<file path="src/rtl/tcf_pkg.sv">
`default_nettype none

package tcf_pkg;

  // Vectoring steps, capped at the arctangent table length
  localparam int CordicSteps = 16;
  localparam int AtanLen     = 24;
  localparam int NumSteps    = (CordicSteps < AtanLen) ? CordicSteps : AtanLen;
  localparam int StepW       = $clog2(AtanLen);

  // Field widths
  localparam int InW     = 16;
  localparam int OutW    = 17;
  localparam int CfgW    = 16;
  localparam int CfgIdxW = 4;

  // Square root unit: radicand (a^2 + b^2) * 2^16, one root bit a cycle
  localparam int SqW      = 31;
  localparam int SumSqW   = 32;
  localparam int SqrtRadW = 48;
  localparam int RootW    = 24;
  localparam int SqrtCntW = $clog2(RootW);

  // CORDIC datapath and angle in radians Q2.30
  localparam int CordW = 28;
  localparam int AngW  = 32;

  // Shared multiplier and blend datapath
  localparam int MulAW = 34;
  localparam int MulBW = 25;
  localparam int MulPW = 59;
  localparam int TW    = 25;
  localparam int Q0W   = 16;
  localparam int PredW = 34;
  localparam int SumW  = 52;

  // Radians Q2.30 to degrees Q9.8: round(m * DegNum / (DegDiv * 2^30))
  localparam int DegNum   = 4608000;
  localparam int DegDiv   = 314;
  localparam int DegHalf  = 157;
  localparam int DegRecip = 13678239;  // floor(2^32 / 314)
  localparam int SatLimit = 46080;

  // Register indexes and reset values
  localparam logic [CfgIdxW-1:0] RegBlendWeight  = CfgIdxW'(0);
  localparam logic [CfgIdxW-1:0] RegSamplePeriod = CfgIdxW'(1);
  localparam logic [CfgW-1:0]    BlendReset      = 16'd64225;
  localparam logic [CfgW-1:0]    PeriodReset     = 16'd328;

  typedef struct packed {
    logic busy;
    logic done;
  } unit_sts_t;

  typedef enum logic [3:0] {
    StIdle,
    StSqA,
    StSqB,
    StRootGo,
    StRootWait,
    StCordGo,
    StCordWait,
    StDeg1,
    StDeg2,
    StDeg3,
    StDeg4,
    StBl1,
    StBl2,
    StBl3,
    StBl4,
    StOut
  } state_e;

  // Truncated atan(2^-i) in radians Q2.30
  function automatic logic signed [AngW-1:0] atan_entry(input logic [StepW-1:0] idx);
    logic signed [AngW-1:0] v;
    case (idx)
      5'd0:    v = 32'sh3243F6A8;
      5'd1:    v = 32'sh1DAC6705;
      5'd2:    v = 32'sh0FADBAFC;
      5'd3:    v = 32'sh07F56EA6;
      5'd4:    v = 32'sh03FEAB76;
      5'd5:    v = 32'sh01FFD55B;
      5'd6:    v = 32'sh00FFFAAA;
      5'd7:    v = 32'sh007FFF55;
      5'd8:    v = 32'sh003FFFEA;
      5'd9:    v = 32'sh001FFFFD;
      5'd10:   v = 32'sh000FFFFF;
      5'd11:   v = 32'sh0007FFFF;
      5'd12:   v = 32'sh0003FFFF;
      5'd13:   v = 32'sh0001FFFF;
      5'd14:   v = 32'sh0000FFFF;
      5'd15:   v = 32'sh00007FFF;
      5'd16:   v = 32'sh00003FFF;
      5'd17:   v = 32'sh00001FFF;
      5'd18:   v = 32'sh00000FFF;
      5'd19:   v = 32'sh000007FF;
      5'd20:   v = 32'sh000003FF;
      5'd21:   v = 32'sh000001FF;
      5'd22:   v = 32'sh000000FF;
      5'd23:   v = 32'sh0000007F;
      default: v = '0;
    endcase
    return v;
  endfunction

endpackage

`default_nettype wire

</file>
<file path="src/rtl/tcf_isqrt.sv">
`default_nettype none

module tcf_isqrt (
  input  wire                             clk_i,
  input  wire                             rst_ni,
  input  wire                             start_i,
  input  wire logic [tcf_pkg::SqrtRadW-1:0] rad_i,
  output tcf_pkg::unit_sts_t              sts_o,
  output logic [tcf_pkg::RootW-1:0]       root_o
);
  import tcf_pkg::*;

  logic [SqrtRadW-1:0] rad_q, rad_d;
  logic [RootW+1:0]    rem_q, rem_d;
  logic [RootW-1:0]    root_q, root_d;
  logic [SqrtCntW-1:0] cnt_q, cnt_d;
  logic                busy_q, busy_d;
  logic [RootW+1:0]    rem_sh;
  logic [RootW+1:0]    trial;
  logic                last;

  // Bring down two radicand bits and try the next root bit
  always_comb begin
    rem_sh = {rem_q[RootW-1:0], rad_q[SqrtRadW-1 -: 2]};
    trial  = {root_q, 2'b01};
    last   = (cnt_q == SqrtCntW'(RootW - 1));
    rad_d  = rad_q;
    rem_d  = rem_q;
    root_d = root_q;
    cnt_d  = cnt_q;
    busy_d = busy_q;
    if (start_i) begin
      rad_d  = rad_i;
      rem_d  = '0;
      root_d = '0;
      cnt_d  = '0;
      busy_d = 1'b1;
    end else if (busy_q) begin
      rad_d = {rad_q[SqrtRadW-3:0], 2'b00};
      if (rem_sh >= trial) begin
        rem_d  = rem_sh - trial;
        root_d = {root_q[RootW-2:0], 1'b1};
      end else begin
        rem_d  = rem_sh;
        root_d = {root_q[RootW-2:0], 1'b0};
      end
      cnt_d = cnt_q + SqrtCntW'(1);
      if (last) begin
        busy_d = 1'b0;
      end
    end
  end

  always_ff @(posedge clk_i or negedge rst_ni) begin
    if (!rst_ni) begin
      busy_q <= 1'b0;
      cnt_q  <= '0;
    end else begin
      busy_q <= busy_d;
      cnt_q  <= cnt_d;
    end
  end

  always_ff @(posedge clk_i) begin
    rad_q  <= rad_d;
    rem_q  <= rem_d;
    root_q <= root_d;
  end

  assign sts_o.busy = busy_q;
  assign sts_o.done = busy_q && last;
  assign root_o     = root_q;

endmodule

`default_nettype wire

</file>
<file path="config.mk">
export PLATFORM = sky130hd
export DESIGN_NAME = tcf_isqrt
export DESIGN_NICKNAME = d
export VERILOG_FILES = /design/src/rtl/tcf_pkg.sv /design/src/rtl/tcf_isqrt.sv
export SDC_FILE = /design/constraint.sdc
export NUM_CORES = 1
export LEC_CHECK = 0
export BUFFER_PORTS_ARGS = -buffer_cell sky130_fd_sc_hd__buf_4
export CORE_ASPECT_RATIO = 1.25
export CORE_MARGIN = 5
export CORE_UTILIZATION = 52
export DETAILED_ROUTE_END_ITERATION = 6
export PLACE_DENSITY = 0.79
export SYNTH_ARGS = -nofsm -noshare
export SYNTH_HDL_FRONTEND = slang
export SYNTH_SLANG_ARGS = --single-unit
</file>
<file path="constraint.sdc">
create_clock -name clk_i -period 2.6 [get_ports clk_i]
set_input_delay 0.52 -clock clk_i [delete_from_list [all_inputs] [get_ports clk_i]]
set_output_delay 0.52 -clock clk_i [all_outputs]
set_load 0.05 [all_outputs]
</file>
==> results list, run 1 <==
- Logic depth of the worst register-to-register path: 11
- For flop-to-flop paths, the worst setup slack is -0.17 ns.
- Startpoint of the worst-slack reg-to-reg timing path: root_o[5]$_SDFFE_PP0P_
- Sink of the worst hold path: rad_q[1]$_SDFFCE_PN0P_
- Required time reported for the critical path endpoint: 2.83 ns
- Minimum clock period: ~2.8 ns
- In this run the tightest slew margin relative to its limit is 0.567.
* Detailed Routing Iterations Pass 1: 4
- Floorplan row count: between 40 and 50
* H-tree Lvls: 3
* Share of power burned in registers: 0.266
- The final number of max-transition violations came to 0.
- The number of clock buffers added by TritonCTS is 9.
* Part of the total power dissipated in the clock network: 0.180
* Reg clk slew, reported paths: 0.08 ns
* Critical path arrival: around 3.0 ns
* Share of total power in combinational logic: 0.554
* Proportion of synthesized flip-flops having asynchronous set or reset: 0.0588
- Clock latency of the later-clocked register in the worst-skew pair: ~0.36 ns
- Std-Cell Core Area: approximately 11000 sq um
- During placement, the flow inserted port buffers numbering 76.
- Using the TritonRoute via totals, the vias-per-cell ratio works out to ~5.4.
* Most used standard cells in the synthesized netlist: 68 x sky130_fd_sc_hd__nor2_1, 49 x sky130_fd_sc_hd__mux2_2, 48 x sky130_fd_sc_hd__dfxtp_1, 48 x sky130_fd_sc_hd__edfxtp_1, 43 x sky130_fd_sc_hd__mux2i_1
- The number of global-route vias before repair is about 4500.
- Final setup fails: 24
- The internal power of the cells totals 0.00493 W.
- Setup repair after global routing could not meet its margin everywhere.
- Post-synth EDFFs: 48
- Initial DRC count: 186
- Number of synthesized register bits: roughly 100
* Area of the mapped netlist: about 5600 sq um
- In this run, placement finished with an instance count of a little under 800.
- Number of nets in the layout: about 740
* Most frequently used flop master after synthesis: sky130_fd_sc_hd__edfxtp_1
- TritonCTS clock tree: built
- Of the synthesized area, sequential elements account for 0.458.
* Worst Hold Class: input port to register
- Share of post-route cells with drive strength above 1: 0.425
- Of the total power, the share spent switching nets is 0.359.
- Failing checks: setup timing
- In this run the static leakage power is 3.31 nW.
- The worst hold path was traced through 2 stages.
* Total via count after detailed routing: about 4400
- Terminus of the critical flop-to-flop path: rem_q[22]$_SDFFE_PP0P_
* Cell Pwr Density: about 1000 nW/um^2
* Detailed Route WL: about 13000 um
- Final critical-path setup slack: -0.169 ns
- Worst Hold Slack: approximately 0.46 ns
- The flow ran to the end, but the final reports show violations.
- Die boundary width: roughly 100 um
* Non-filler cells in the finished layout: 801
- Counting along the longest clock path gives a buffer depth of 2.
- For this design the total switching power over the nets is approximately 0.0028 W.
- By area the synthesized netlist is led by sky130_fd_sc_hd__edfxtp_1 26%, sky130_fd_sc_hd__dfxtp_1 17%, sky130_fd_sc_hd__mux2_2 9.9%.
* Setup crit start kind: register
- After synthesis, the mean cell area works out to ~11 sq um.
- Antenna violations before repair: 0
* Worst Path Max Fanout: 7
- Vertical die dimension: ~130 um
- Among all cell types in the netlist, the one instantiated most often is sky130_fd_sc_hd__nor2_1.
* Area overhead of the layout relative to synthesis: 32.1%
* Number of warnings reported in the yosys synthesis log: 0
* Post-synth top area cell: sky130_fd_sc_hd__edfxtp_1
- Gp weighted congestion: around 0.93
- On the final layout, the worst clock skew is between 0.01 and 0.015 ns.
- Post-synth net total: around 600
- DRC viols: 0
- Period Utilization, post-route: 1.06
- The first global-routing pass estimated 20600 um of wire.
- The worst hold path begins at rad_i[1].
- For this configuration, the core starts out at a cell density of 0.528.
* Routed Antenna Nets: 0
- Clock tree synthesis selected as its root buffer the cell sky130_fd_sc_hd__clkbuf_16.
- 0 antenna diodes ended up in the layout.
- Summed over all layers, the global routing overflow is 0.
- Count of final hold-check violations: 0
- Entering global routing, the biggest net connects 57 pins.
- Overall Global Routing Usage: 0.200
- Upper clock frequency limit: between 300 and 400 MHz
- IR analysis of the VDD net gives a maximum drop of roughly 0.50 mV.
* Average wire length per cell after detail routing: about 16 um
* I/O pin count: 77
* Cells after synthesis: 520
* Least-Margin Pin Slew: between 0.6 and 0.7 ns
- The tool flagged a number of max-cap violations equal to 0.
- Fraction of post-synthesis cell area in the top cell type by area: 0.258
- After legalization and detailed placement, the total HPWL measured approximately 9000 um.
* Number of clock sinks: approximately 100
- The floorplan step defined a die boundary enclosing 12900 sq um.
* Type of destination of the critical path: register
- Synthesis instantiated 57 different standard cells from the library.
- The worst setup path is of the register to register kind.
[area by class of cell]
cell class                 count  area, sq um
inverter                      33          124
clock buffer                   9          225
sequential                   102         2600
timing repair buffer         162         1250
multi-input combinational    356         2910
fill                         747         3200
clock inverter                 7         82.6
tap                          132          165
[metrics by stage]
stage / setup TNS [ns] / cell area, sq um / worst slack, ns / utilization / power [W]
finish: -3.06 / 7370 / -0.169 / 0.697 / 0.00769
global route: -5.81 / 7370 / -0.278 / 0.697 / 0.00817
CTS: -3.48 / 7270 / -0.184 / 0.688 / 0.00747
detailed placement: -3.12 / 6910 / -0.188 / 0.654 / 0.00590
global placement: -1.30 / 6910 / -0.108 / 0.654 / 0.00579
floorplan: -4.23 / 5700 / -0.212 / - / 0.00476
[registers in the layout, summed over array words and instances, names as in the netlist]
name	count
busy_q	1
cnt_q	5
rad_q	48
rem_q	24
root_o	24
[placed cells by master, fill, tap and decap left out, types with 3 or more instances in the layout]
cell | netlist | layout
sky130_fd_sc_hd__buf_4 | 2 | 154
sky130_fd_sc_hd__nor2_1 | 68 | 68
sky130_fd_sc_hd__mux2_2 | 49 | 48
sky130_fd_sc_hd__edfxtp_1 | 48 | 48
sky130_fd_sc_hd__mux2i_1 | 43 | 38
sky130_fd_sc_hd__inv_1 | 33 | 30
sky130_fd_sc_hd__dfxtp_1 | 48 | 29
sky130_fd_sc_hd__ha_1 | 27 | 22
sky130_fd_sc_hd__a211oi_1 | 19 | 15
sky130_fd_sc_hd__nand2_1 | 16 | 14
sky130_fd_sc_hd__a21oi_1 | 14 | 13
sky130_fd_sc_hd__xnor2_1 | 13 | 12
sky130_fd_sc_hd__o21ai_0 | 10 | 10
sky130_fd_sc_hd__dfxtp_4 | 0 | 10
sky130_fd_sc_hd__a21o_1 | 9 | 9
sky130_fd_sc_hd__nand2b_1 | 9 | 9
sky130_fd_sc_hd__clkbuf_16 | 0 | 9
sky130_fd_sc_hd__dfxtp_2 | 0 | 9
sky130_fd_sc_hd__xor2_1 | 8 | 8
sky130_fd_sc_hd__nand4_1 | 6 | 6
sky130_fd_sc_hd__buf_6 | 1 | 6
sky130_fd_sc_hd__o21a_1 | 5 | 5
sky130_fd_sc_hd__ha_4 | 0 | 5
sky130_fd_sc_hd__dfrtp_1 | 6 | 5
sky130_fd_sc_hd__nor3_1 | 4 | 4
sky130_fd_sc_hd__a211oi_2 | 0 | 4
sky130_fd_sc_hd__a31oi_1 | 4 | 4
sky130_fd_sc_hd__and2_1 | 5 | 4
sky130_fd_sc_hd__o21bai_1 | 4 | 4
sky130_fd_sc_hd__mux2i_2 | 0 | 4
sky130_fd_sc_hd__inv_2 | 0 | 3
sky130_fd_sc_hd__nand3_1 | 3 | 3
sky130_fd_sc_hd__nor2b_1 | 3 | 3
sky130_fd_sc_hd__a31o_2 | 3 | 3
sky130_fd_sc_hd__nand4b_1 | 3 | 3
sky130_fd_sc_hd__inv_8 | 0 | 3
[what timing repair did]
item                                    4_1_cts  5_1_grt
gates resized for setup                       9       17
endpoints found under the setup margin       25       25
pin swaps                                     9       13
endpoints found under the hold margin         6        0
buffers inserted                              1        1
hold buffers                                  1        0
[worst max-delay path: stages, from the launching register on]
cell,delay [ns]
sky130_fd_sc_hd__dfxtp_4,0.35
sky130_fd_sc_hd__inv_2,0.04
sky130_fd_sc_hd__ha_4,0.23
sky130_fd_sc_hd__a21o_1,0.16
sky130_fd_sc_hd__a221o_1,0.34
sky130_fd_sc_hd__a21oi_2,0.17
sky130_fd_sc_hd__o221ai_2,0.12
sky130_fd_sc_hd__or4_4,0.44
sky130_fd_sc_hd__a31oi_4,0.28
sky130_fd_sc_hd__buf_6,0.19
sky130_fd_sc_hd__mux2i_2,0.23
sky130_fd_sc_hd__a211oi_2,0.09
[per-layer routing]
layer  GRT usage  part of all wire  up-vias
met2       0.362              0.53       95
li1            -                 -     2160
met5           0                 0        -
met3      0.0487             0.049       25
met1       0.221              0.40     2081
met4      0.0764             0.023        0
[how the worst max path moves through the flow]
stage	to	slack, ns	start	cells after the start
finish	rem_q[22]$_SDFFE_PP0P_	-0.17	root_o[5]$_SDFFE_PP0P_	11
global route	rem_q[9]$_SDFFE_PP0P_	-0.28	root_o[0]$_SDFFE_PP0P_	11
CTS	rem_q[7]$_SDFFE_PP0P_	-0.18	root_o[5]$_SDFFE_PP0P_	11
detailed placement	rem_q[1]$_SDFFE_PP0P_	-0.19	rem_q[7]$_SDFFE_PP0P_	10
global placement	rem_q[1]$_SDFFE_PP0P_	-0.11	root_o[5]$_SDFFE_PP0P_	11
floorplan	rem_q[8]$_SDFFE_PP0P_	-0.21	root_o[7]$_SDFFE_PP0P_	12
[power by group through the flow]
stage | Combinational, W | Clock, W | Sequential, W
3_5_place_dp | 0.00383 | 0 | 0.00207
6_report | 0.00426 | 0.00138 | 0.00205
4_1_cts | 0.00401 | 0.00141 | 0.00204
2_1_floorplan | 0.00266 | 0 | 0.00210
5_1_grt | 0.00462 | 0.00149 | 0.00207
3_3_place_gp | 0.00373 | 0 | 0.00206
[cell families (layout without fill, tap and decap cells)]
group | count (synthesis) | in the layout | synth area share
XOR/XNOR | 21 | 21 | 0.0330
AND/OR/NAND/NOR | 127 | 127 | 0.106
adder cells (fa/ha/maj) | 27 | 27 | 0.0606
AO/OA/AOI/OAI | 89 | 89 | 0.115
multiplexers | 92 | 92 | 0.176
flip-flops | 102 | 102 | 0.458
buffers and inverters | 62 | 211 | 0.0518
No activity file was read; power rests on OpenSTA's default activity.
==> inputs of run 2 (changes only) <==
--- a/config.mk
+++ b/config.mk
@@ -6,7 +6,6 @@
 export NUM_CORES = 1
 export LEC_CHECK = 0
 export BUFFER_PORTS_ARGS = -buffer_cell sky130_fd_sc_hd__buf_4
-export CORE_ASPECT_RATIO = 1.25
 export CORE_MARGIN = 5
 export CORE_UTILIZATION = 52
 export DETAILED_ROUTE_END_ITERATION = 6
==> run 2 against run 1 <==
Effect of this change:
- the run still ends with setup timing left
- global-route usage decreased by 1.4 points
- maximum frequency decreased by 3.4%
- critical path depth increased by 1
- sequential cell count unchanged
- register-to-register slack got worse by 0.097 ns
- final area increased by 0.53%
- highest routed layer unchanged
==> results list, run 2 (synthesis results as in run 1) <==
- The flow ran to the end, but the final reports show violations.
* Failing checks: setup timing
- The clock passes through at most 2 buffers.
- Detailed Route WL: around 12000 um
* Share of post-route cells with drive strength above 1: 0.432
- In this run the remaining antenna-violating nets after routing total 0.
- In this design, the largest share of critical-path delay is due to compound AO/OA/AOI/OAI gates.
- Tightest slew margin relative to the limit: 0.657
- Critical path arrival: 3.10 ns
- Clock-pin slew was measured on the worst setup and hold paths at 0.10 ns.
- In this design, the stage delay of the slowest critical-path cell is about 0.44 ns.
- Max-cap violations in this run came to 0.
- The largest individual stage delay along the critical path comes from the cell sky130_fd_sc_hd__or4_4.
* Number of nets in the layout: 753
* VDD IR max: ~0.50 mV
* DRC viols: 0
* Overflow left after global routing: 0
- Setup violations remaining at the end of the flow were counted as 25.
- For flop-to-flop paths, the worst setup slack is -0.27 ns.
* Detailed Routing Iterations Pass 1: 5
* Clock root buffer: sky130_fd_sc_hd__clkbuf_8
* Leakage component of the power: ~3.3 nW
* Average wire length per cell after detail routing: ~15 um
* Inserted Clock Buffers: 9
- In this run the horizontal extent of the chip is ~110 um.
- TritonCTS clock tree: built
* Fin. max-slew vios: 0
* Upper clock frequency limit: approximately 350 MHz
- The number of hold-slack violations in the final timing report is 0.
- The tightest min-delay check is of the input port to register type.
- Setup tns final: -5.23 ns
* Gp weighted congestion: a little under 0.9
- Among the stages of the critical path, the cell type that occurs most often is sky130_fd_sc_hd__buf_12.
- The register with the most flip-flops in the final layout is rad_q.
- Sink of the worst hold path: rad_q[1]$_SDFFCE_PN0P_
* I/O pin count: 77
- Setup crit start kind: register
* Logic depth of the worst register-to-register path: 12
* Final critical-path setup slack: -0.265 ns
- Commonest cells after routing, fill and taps aside: 163 x sky130_fd_sc_hd__buf_4, 68 x sky130_fd_sc_hd__nor2_1, 48 x sky130_fd_sc_hd__mux2_2, 48 x sky130_fd_sc_hd__edfxtp_1, 39 x sky130_fd_sc_hd__mux2i_1
- Worst slack after detailed placement: -0.217 ns
* Worst-path cell chain: inv_4, ha_4, a21o_1, a221o_1, a21oi_2, o221ai_2, or4_4, a31oi_4, buf_12, buf_12, mux2i_2, a211oi_2
* Total via count after detailed routing: between 4000 and 5000
- The critical path crosses 12 cells after its start point.
- Startpoint of the worst-slack reg-to-reg timing path: root_o[5]$_SDFFE_PP0P_
- Max FFs per register: 48
* Diode count: 0
- CTS saw approximately 100 sinks.
* Cell Pwr Density: between 1000 and 1500 nW/um^2
- Worst setup path category: register to register
* Type of destination of the critical path: register
- Minimum clock period: between 2 and 3 ns
- Post-detailed-placement half-perimeter wirelength: 8710 um
- PnR Total Power: roughly 0.0076 W
* Initial DRC count: about 180
- H-tree Lvls: 3
* Final setup skew: 0.00605 ns
* Area overhead of the layout relative to synthesis: 32.8%
- First-pass GRT wire length: 19900 um
- Of all nets on the critical path, the largest fanout is 7.
- The die covers roughly 13000 sq um.
- Overall Global Routing Usage: 0.187
- Floorplan row count: 37
* Most common cell after layout, fill and taps aside: sky130_fd_sc_hd__buf_4
* Period Utilization, post-route: 1.10
- During placement, the flow inserted port buffers numbering 76.
* Terminus of the critical flop-to-flop path: rem_q[9]$_SDFFE_PP0P_
- Hold path cells: 2
- After detailed routing, the number of vias per cell comes to ~5.4.
* Unrepaired setup endpoints after global routing: true
- Measured along the y axis, the die boundary spans 114 um.
- Antenna violations before repair: 0
- In this run the most critical hold path is launched from rad_i[1].
- Via count of the first global-routing pass: about 4400
- Worst path bufs/invs: 3
* Maximum number of pins on one net before global-route repair: 49
* Initial standard-cell utilization of the core: 0.535
* Std-Cell Core Area: around 10000 sq um
- At the pin with the least slew margin, the transition time is about 0.51 ns.
* Clock latency of the later-clocked register in the worst-skew pair: 0.36 ns
- For the worst setup path, the data required time is approximately 2.8 ns.
-- run 2: worst reg2reg max path, cell delays in order (launching register included) --
cell	delay, ns
sky130_fd_sc_hd__dfxtp_4	0.37
sky130_fd_sc_hd__inv_4	0.03
sky130_fd_sc_hd__ha_4	0.23
sky130_fd_sc_hd__a21o_1	0.16
sky130_fd_sc_hd__a221o_1	0.38
sky130_fd_sc_hd__a21oi_2	0.16
sky130_fd_sc_hd__o221ai_2	0.14
sky130_fd_sc_hd__or4_4	0.44
sky130_fd_sc_hd__a31oi_4	0.22
sky130_fd_sc_hd__buf_12	0.15
sky130_fd_sc_hd__buf_12	0.13
sky130_fd_sc_hd__mux2i_2	0.24
sky130_fd_sc_hd__a211oi_2	0.10
-- run 2: power by group --
part / internal (W) / switching (W)
sequential: 0.00192 / 0.000119
combinational: 0.00262 / 0.00203
clock: 0.000353 / 0.000549
-- run 2: metal layers --
metal / vias to the layer above / GRT usage / wire length, um
li1: 2187 / - / -
met1: 2126 / 0.242 / 5580
met2: 97 / 0.317 / 6030
met3: 16 / 0.0366 / 525
met4: 0 / 0.0529 / 158
met5: - / 0 / 0
-- run 2: repair_timing --
item	in CTS	in global routing
gates cloned	1	1
setup buffers	3	5
pin swaps	3	16
setup endpoints to repair	25	25
resized for setup	13	18
hold buffers	1	0
endpoints found under the hold margin	6	0
-- run 2: through the flow --
step            util  instance area (sq um)  std cells  hold slack, ns
2_1_floorplan      -                   5700        520           0.224
3_3_place_gp   0.668                   6960        789           0.327
3_5_place_dp   0.668                   6960        789           0.332
4_1_cts        0.695                   7240        810           0.419
5_1_grt        0.711                   7400        816           0.424
6_report       0.711                   7400        816           0.435
-- run 2: worst max path at each step --
stage | startpoint | endpoint | slack [ns]
5_1_grt | root_o[5]$_SDFFE_PP0P_ | rem_q[17]$_SDFFE_PP0P_ | -0.34
3_5_place_dp | rem_q[7]$_SDFFE_PP0P_ | rem_q[1]$_SDFFE_PP0P_ | -0.22
6_report | root_o[5]$_SDFFE_PP0P_ | rem_q[9]$_SDFFE_PP0P_ | -0.27
4_1_cts | root_o[2]$_SDFFE_PP0P_ | rem_q[16]$_SDFFE_PP0P_ | -0.20
2_1_floorplan | root_o[7]$_SDFFE_PP0P_ | rem_q[8]$_SDFFE_PP0P_ | -0.21
3_3_place_gp | root_o[7]$_SDFFE_PP0P_ | rem_q[1]$_SDFFE_PP0P_ | -0.16
-- run 2: cell type report --
class	count	area, sq um
Sequential cell	102	2600
Multi-Input combinational cell	356	2930
Clock inverter	7	48.8
Clock buffer	9	124
Inverter	33	126
Timing Repair Buffer	173	1400
Fill cell	742	3010
Tap cell	136	170
==> inputs of run 3 (changes only) <==
--- a/config.mk
+++ b/config.mk
@@ -7,9 +7,9 @@
 export LEC_CHECK = 0
 export BUFFER_PORTS_ARGS = -buffer_cell sky130_fd_sc_hd__buf_4
 export CORE_MARGIN = 5
-export CORE_UTILIZATION = 52
+export CORE_UTILIZATION = 58
 export DETAILED_ROUTE_END_ITERATION = 6
-export PLACE_DENSITY = 0.79
+export PLACE_DENSITY = 0.83
 export SYNTH_ARGS = -nofsm -noshare
 export SYNTH_HDL_FRONTEND = slang
 export SYNTH_SLANG_ARGS = --single-unit
==> constraint.sdc (replaced) <==
create_clock -name clk_i -period 2.7 [get_ports clk_i]
set_input_delay 0.54 -clock clk_i [delete_from_list [all_inputs] [get_ports clk_i]]
set_output_delay 0.54 -clock clk_i [all_outputs]
set_load 0.05 [all_outputs]
==> run 3 against run 2 <==
Effect of this change:
- the flow still finishes with violations (setup timing)
- total power is 13% lower
- die area decreased by 9.5%
- sequential power decreased by 2%
==> results list, run 3 (synthesis results as in run 1) <==
- In the routed design, unresolved DRC markers number 0.
- Detailed placement ended at an HPWL of 8610 um.
- The initial antenna violation count was 0.
- Final critical-path setup slack: -0.116 ns
- H-tree Lvls: 3
- The worst setup path is captured at a register.
- Entering global routing, the biggest net connects 76 pins.
- Buffers inserted during clock tree synthesis total 9.
* Leakage component of the power: ~3.1 nW
- The final layout contains 718 nets.
- The first global-routing pass estimated ~19000 um of wire.
- Commonest cells after routing, fill and taps aside: 131 x sky130_fd_sc_hd__buf_4, 68 x sky130_fd_sc_hd__nor2_1, 48 x sky130_fd_sc_hd__mux2_2, 48 x sky130_fd_sc_hd__edfxtp_1, 42 x sky130_fd_sc_hd__mux2i_1
- Number of vias per cell: 5.46
- The final number of max-transition violations is 0.
* Failing checks: setup timing
- Leaving out fill and tap cells, the most frequent cell in the layout is sky130_fd_sc_hd__buf_4.
- Total via count after detailed routing: between 4000 and 5000
- Required time reported for the critical path endpoint: 2.94 ns
- Initial DRC count: between 100 and 150
* Via count of the first global-routing pass: around 4300
- In this run the power spent charging and discharging nets is around 0.0024 W.
- Setup tns final: -1.07 ns
* Detailed Routing Iterations Pass 1: 5
- Of the total power, registers draw 0.299.
- At the pin with the least slew margin, the transition time is approximately 0.45 ns.
* I/O pin count: 77
* Detailed Route WL: 11600 um
* Post-layout utilization of the core: 0.754
* Final setup skew: around 0.023 ns
* Clock root buffer: sky130_fd_sc_hd__clkbuf_8
- In the final layout, the share of cells above drive strength 1 is 0.386.
- Summed over all layers, the global routing overflow is 0.
* Std-Cell Core Area: about 9300 sq um
- The path class of the tightest hold or removal check is input port to register.
- The initialized floorplan defines 35 standard-cell rows.
- Gp weighted congestion: approximately 0.82
- The routed design could run at a clock period as short as 2.82 ns.
* Area overhead of the layout relative to synthesis: 26.0%
- Unrepaired setup endpoints after global routing: true
- The number of hold-slack violations in the final timing report is 0.
* Area of the die: between 10000 and 15000 sq um
- Buffers placed on the I/O ports in this run total 76.
- Critical path arrival: 3.05 ns
- In this run the tightest slew margin relative to its limit is 0.697.
- The count of nets left with antenna violations once routing finished came out at 0.
- Counting along the longest clock path gives a buffer depth of 2.
- Sw Share: 0.361
* Worst setup path category: register to register
* Overall Global Routing Usage: 0.206
- Ranked by flip-flop count, first place goes to rad_q.
- Along the worst path, the maximum fanout reaches 14.
- The initial utilization of the core area, before any placement, comes to 0.598.
* Max_cap viols: 0
* Diode count: 0
- VDD IR max: roughly 0.64 mV
- Final setup fails: 22
- Period Utilization, post-route: 1.04
* Average wire length per cell after detail routing: between 15 and 20 um
- For this design the ratio of total power to cell area is around 940 nW/um^2.
- Upper clock frequency limit: between 300 and 400 MHz
- Part of the total power dissipated in the clock network: 0.146
- Counting every sink on the clock net gives between 100 and 150.
* Setup crit start kind: register
- Cell-internal power: approximately 0.0042 W
- After clock tree synthesis, the clock-pin slew on the worst setup and hold paths is 0.11 ns.
- At the later pin of the worst-skew pair, clock insertion delay measures around 0.37 ns.
* TritonCTS clock tree: built
* Max FFs per register: between 40 and 50
- Worst slack after detailed placement: -0.128 ns
* Vertical die dimension: about 110 um
* Run status: finished, violations left
- Of the total power, combinational logic draws 0.555.
- In this run the horizontal extent of the chip is roughly 110 um.
[run 3: cell count changes in the layout (fill, tap and decap cells not counted), moves of 3 or more]
cell / before / now
sky130_fd_sc_hd__mux2i_2: 4 / 1
sky130_fd_sc_hd__buf_4: 163 / 131
sky130_fd_sc_hd__mux2i_1: 39 / 42
sky130_fd_sc_hd__a211oi_2: 4 / 1
sky130_fd_sc_hd__a211oi_1: 15 / 18
sky130_fd_sc_hd__ha_1: 19 / 22
[run 3: power by group through the flow]
stage               Combinational (W)  Sequential, W  Clock, W
floorplan                     0.00256        0.00202         0
global placement              0.00334        0.00199         0
detailed placement            0.00345        0.00200         0
CTS                           0.00359        0.00197  0.000985
global route                  0.00400        0.00200   0.00106
finish                        0.00367        0.00198  0.000964
[run 3: critical path, stage by stage, from the launching register on]
cell,delay (ns)
sky130_fd_sc_hd__dfxtp_4,0.36
sky130_fd_sc_hd__inv_2,0.06
sky130_fd_sc_hd__ha_4,0.20
sky130_fd_sc_hd__and2_4,0.17
sky130_fd_sc_hd__a221o_1,0.36
sky130_fd_sc_hd__a21oi_2,0.17
sky130_fd_sc_hd__o221ai_2,0.12
sky130_fd_sc_hd__or4_4,0.44
sky130_fd_sc_hd__a31oi_4,0.22
sky130_fd_sc_hd__buf_12,0.20
sky130_fd_sc_hd__mux2i_2,0.27
sky130_fd_sc_hd__a211oi_1,0.10
[run 3: area by class of cell]
type / count / area (sq um)
multi-input combinational: 356 / 2860
sequential: 102 / 2600
fill: 619 / 2300
timing repair buffer: 138 / 1090
tap: 129 / 161
clock buffer: 11 / 131
inverter: 33 / 124
clock inverter: 5 / 60.1
[run 3: timing repair]
action | in CTS | in global routing
resized for setup | 9 | 8
pin swaps | 3 | 5
endpoints found under the setup margin | 22 | 24
hold buffers | 1 | 0
setup buffers | 1 | 2
endpoints found under the hold margin | 6 | 0
[run 3: path summary, 6_finish.rpt]
kind | to | cells past startpoint | slack (ns) | start
hold reg to reg | rem_q[20]$_SDFFE_PP0P_ | 2 | 0.51 | rem_q[20]$_SDFFE_PP0P_
min in group asynchronous | cnt_q[0]$_DFFE_PN0P_ | 2 | 0.52 | rst_ni
max in group asynchronous | busy_q$_DFF_PN0_ | 2 | 2.05 | rst_ni
hold / removal | rad_q[1]$_SDFFCE_PN0P_ | 2 | 0.45 | rad_i[1]
setup / recovery | rem_q[20]$_SDFFE_PP0P_ | 11 | -0.12 | root_o[7]$_SDFFE_PP0P_
setup reg to reg | rem_q[20]$_SDFFE_PP0P_ | 11 | -0.12 | root_o[7]$_SDFFE_PP0P_
[run 3: metrics by stage]
step                std cells  cell area (sq um)  hold slack (ns)  power (W)
floorplan                 520               5700            0.244    0.00459
global placement          754               6740            0.348    0.00533
detailed placement        754               6740            0.349    0.00545
CTS                       772               6980            0.434    0.00655
global route              774               7030            0.432    0.00706
finish                    774               7030            0.450    0.00661
[run 3: metal layers]
metal | track usage | routed length [um]
met1 | 0.247 | 4930
met2 | 0.357 | 5830
met3 | 0.0555 | 705
met4 | 0.0730 | 180
met5 | 0 | 0
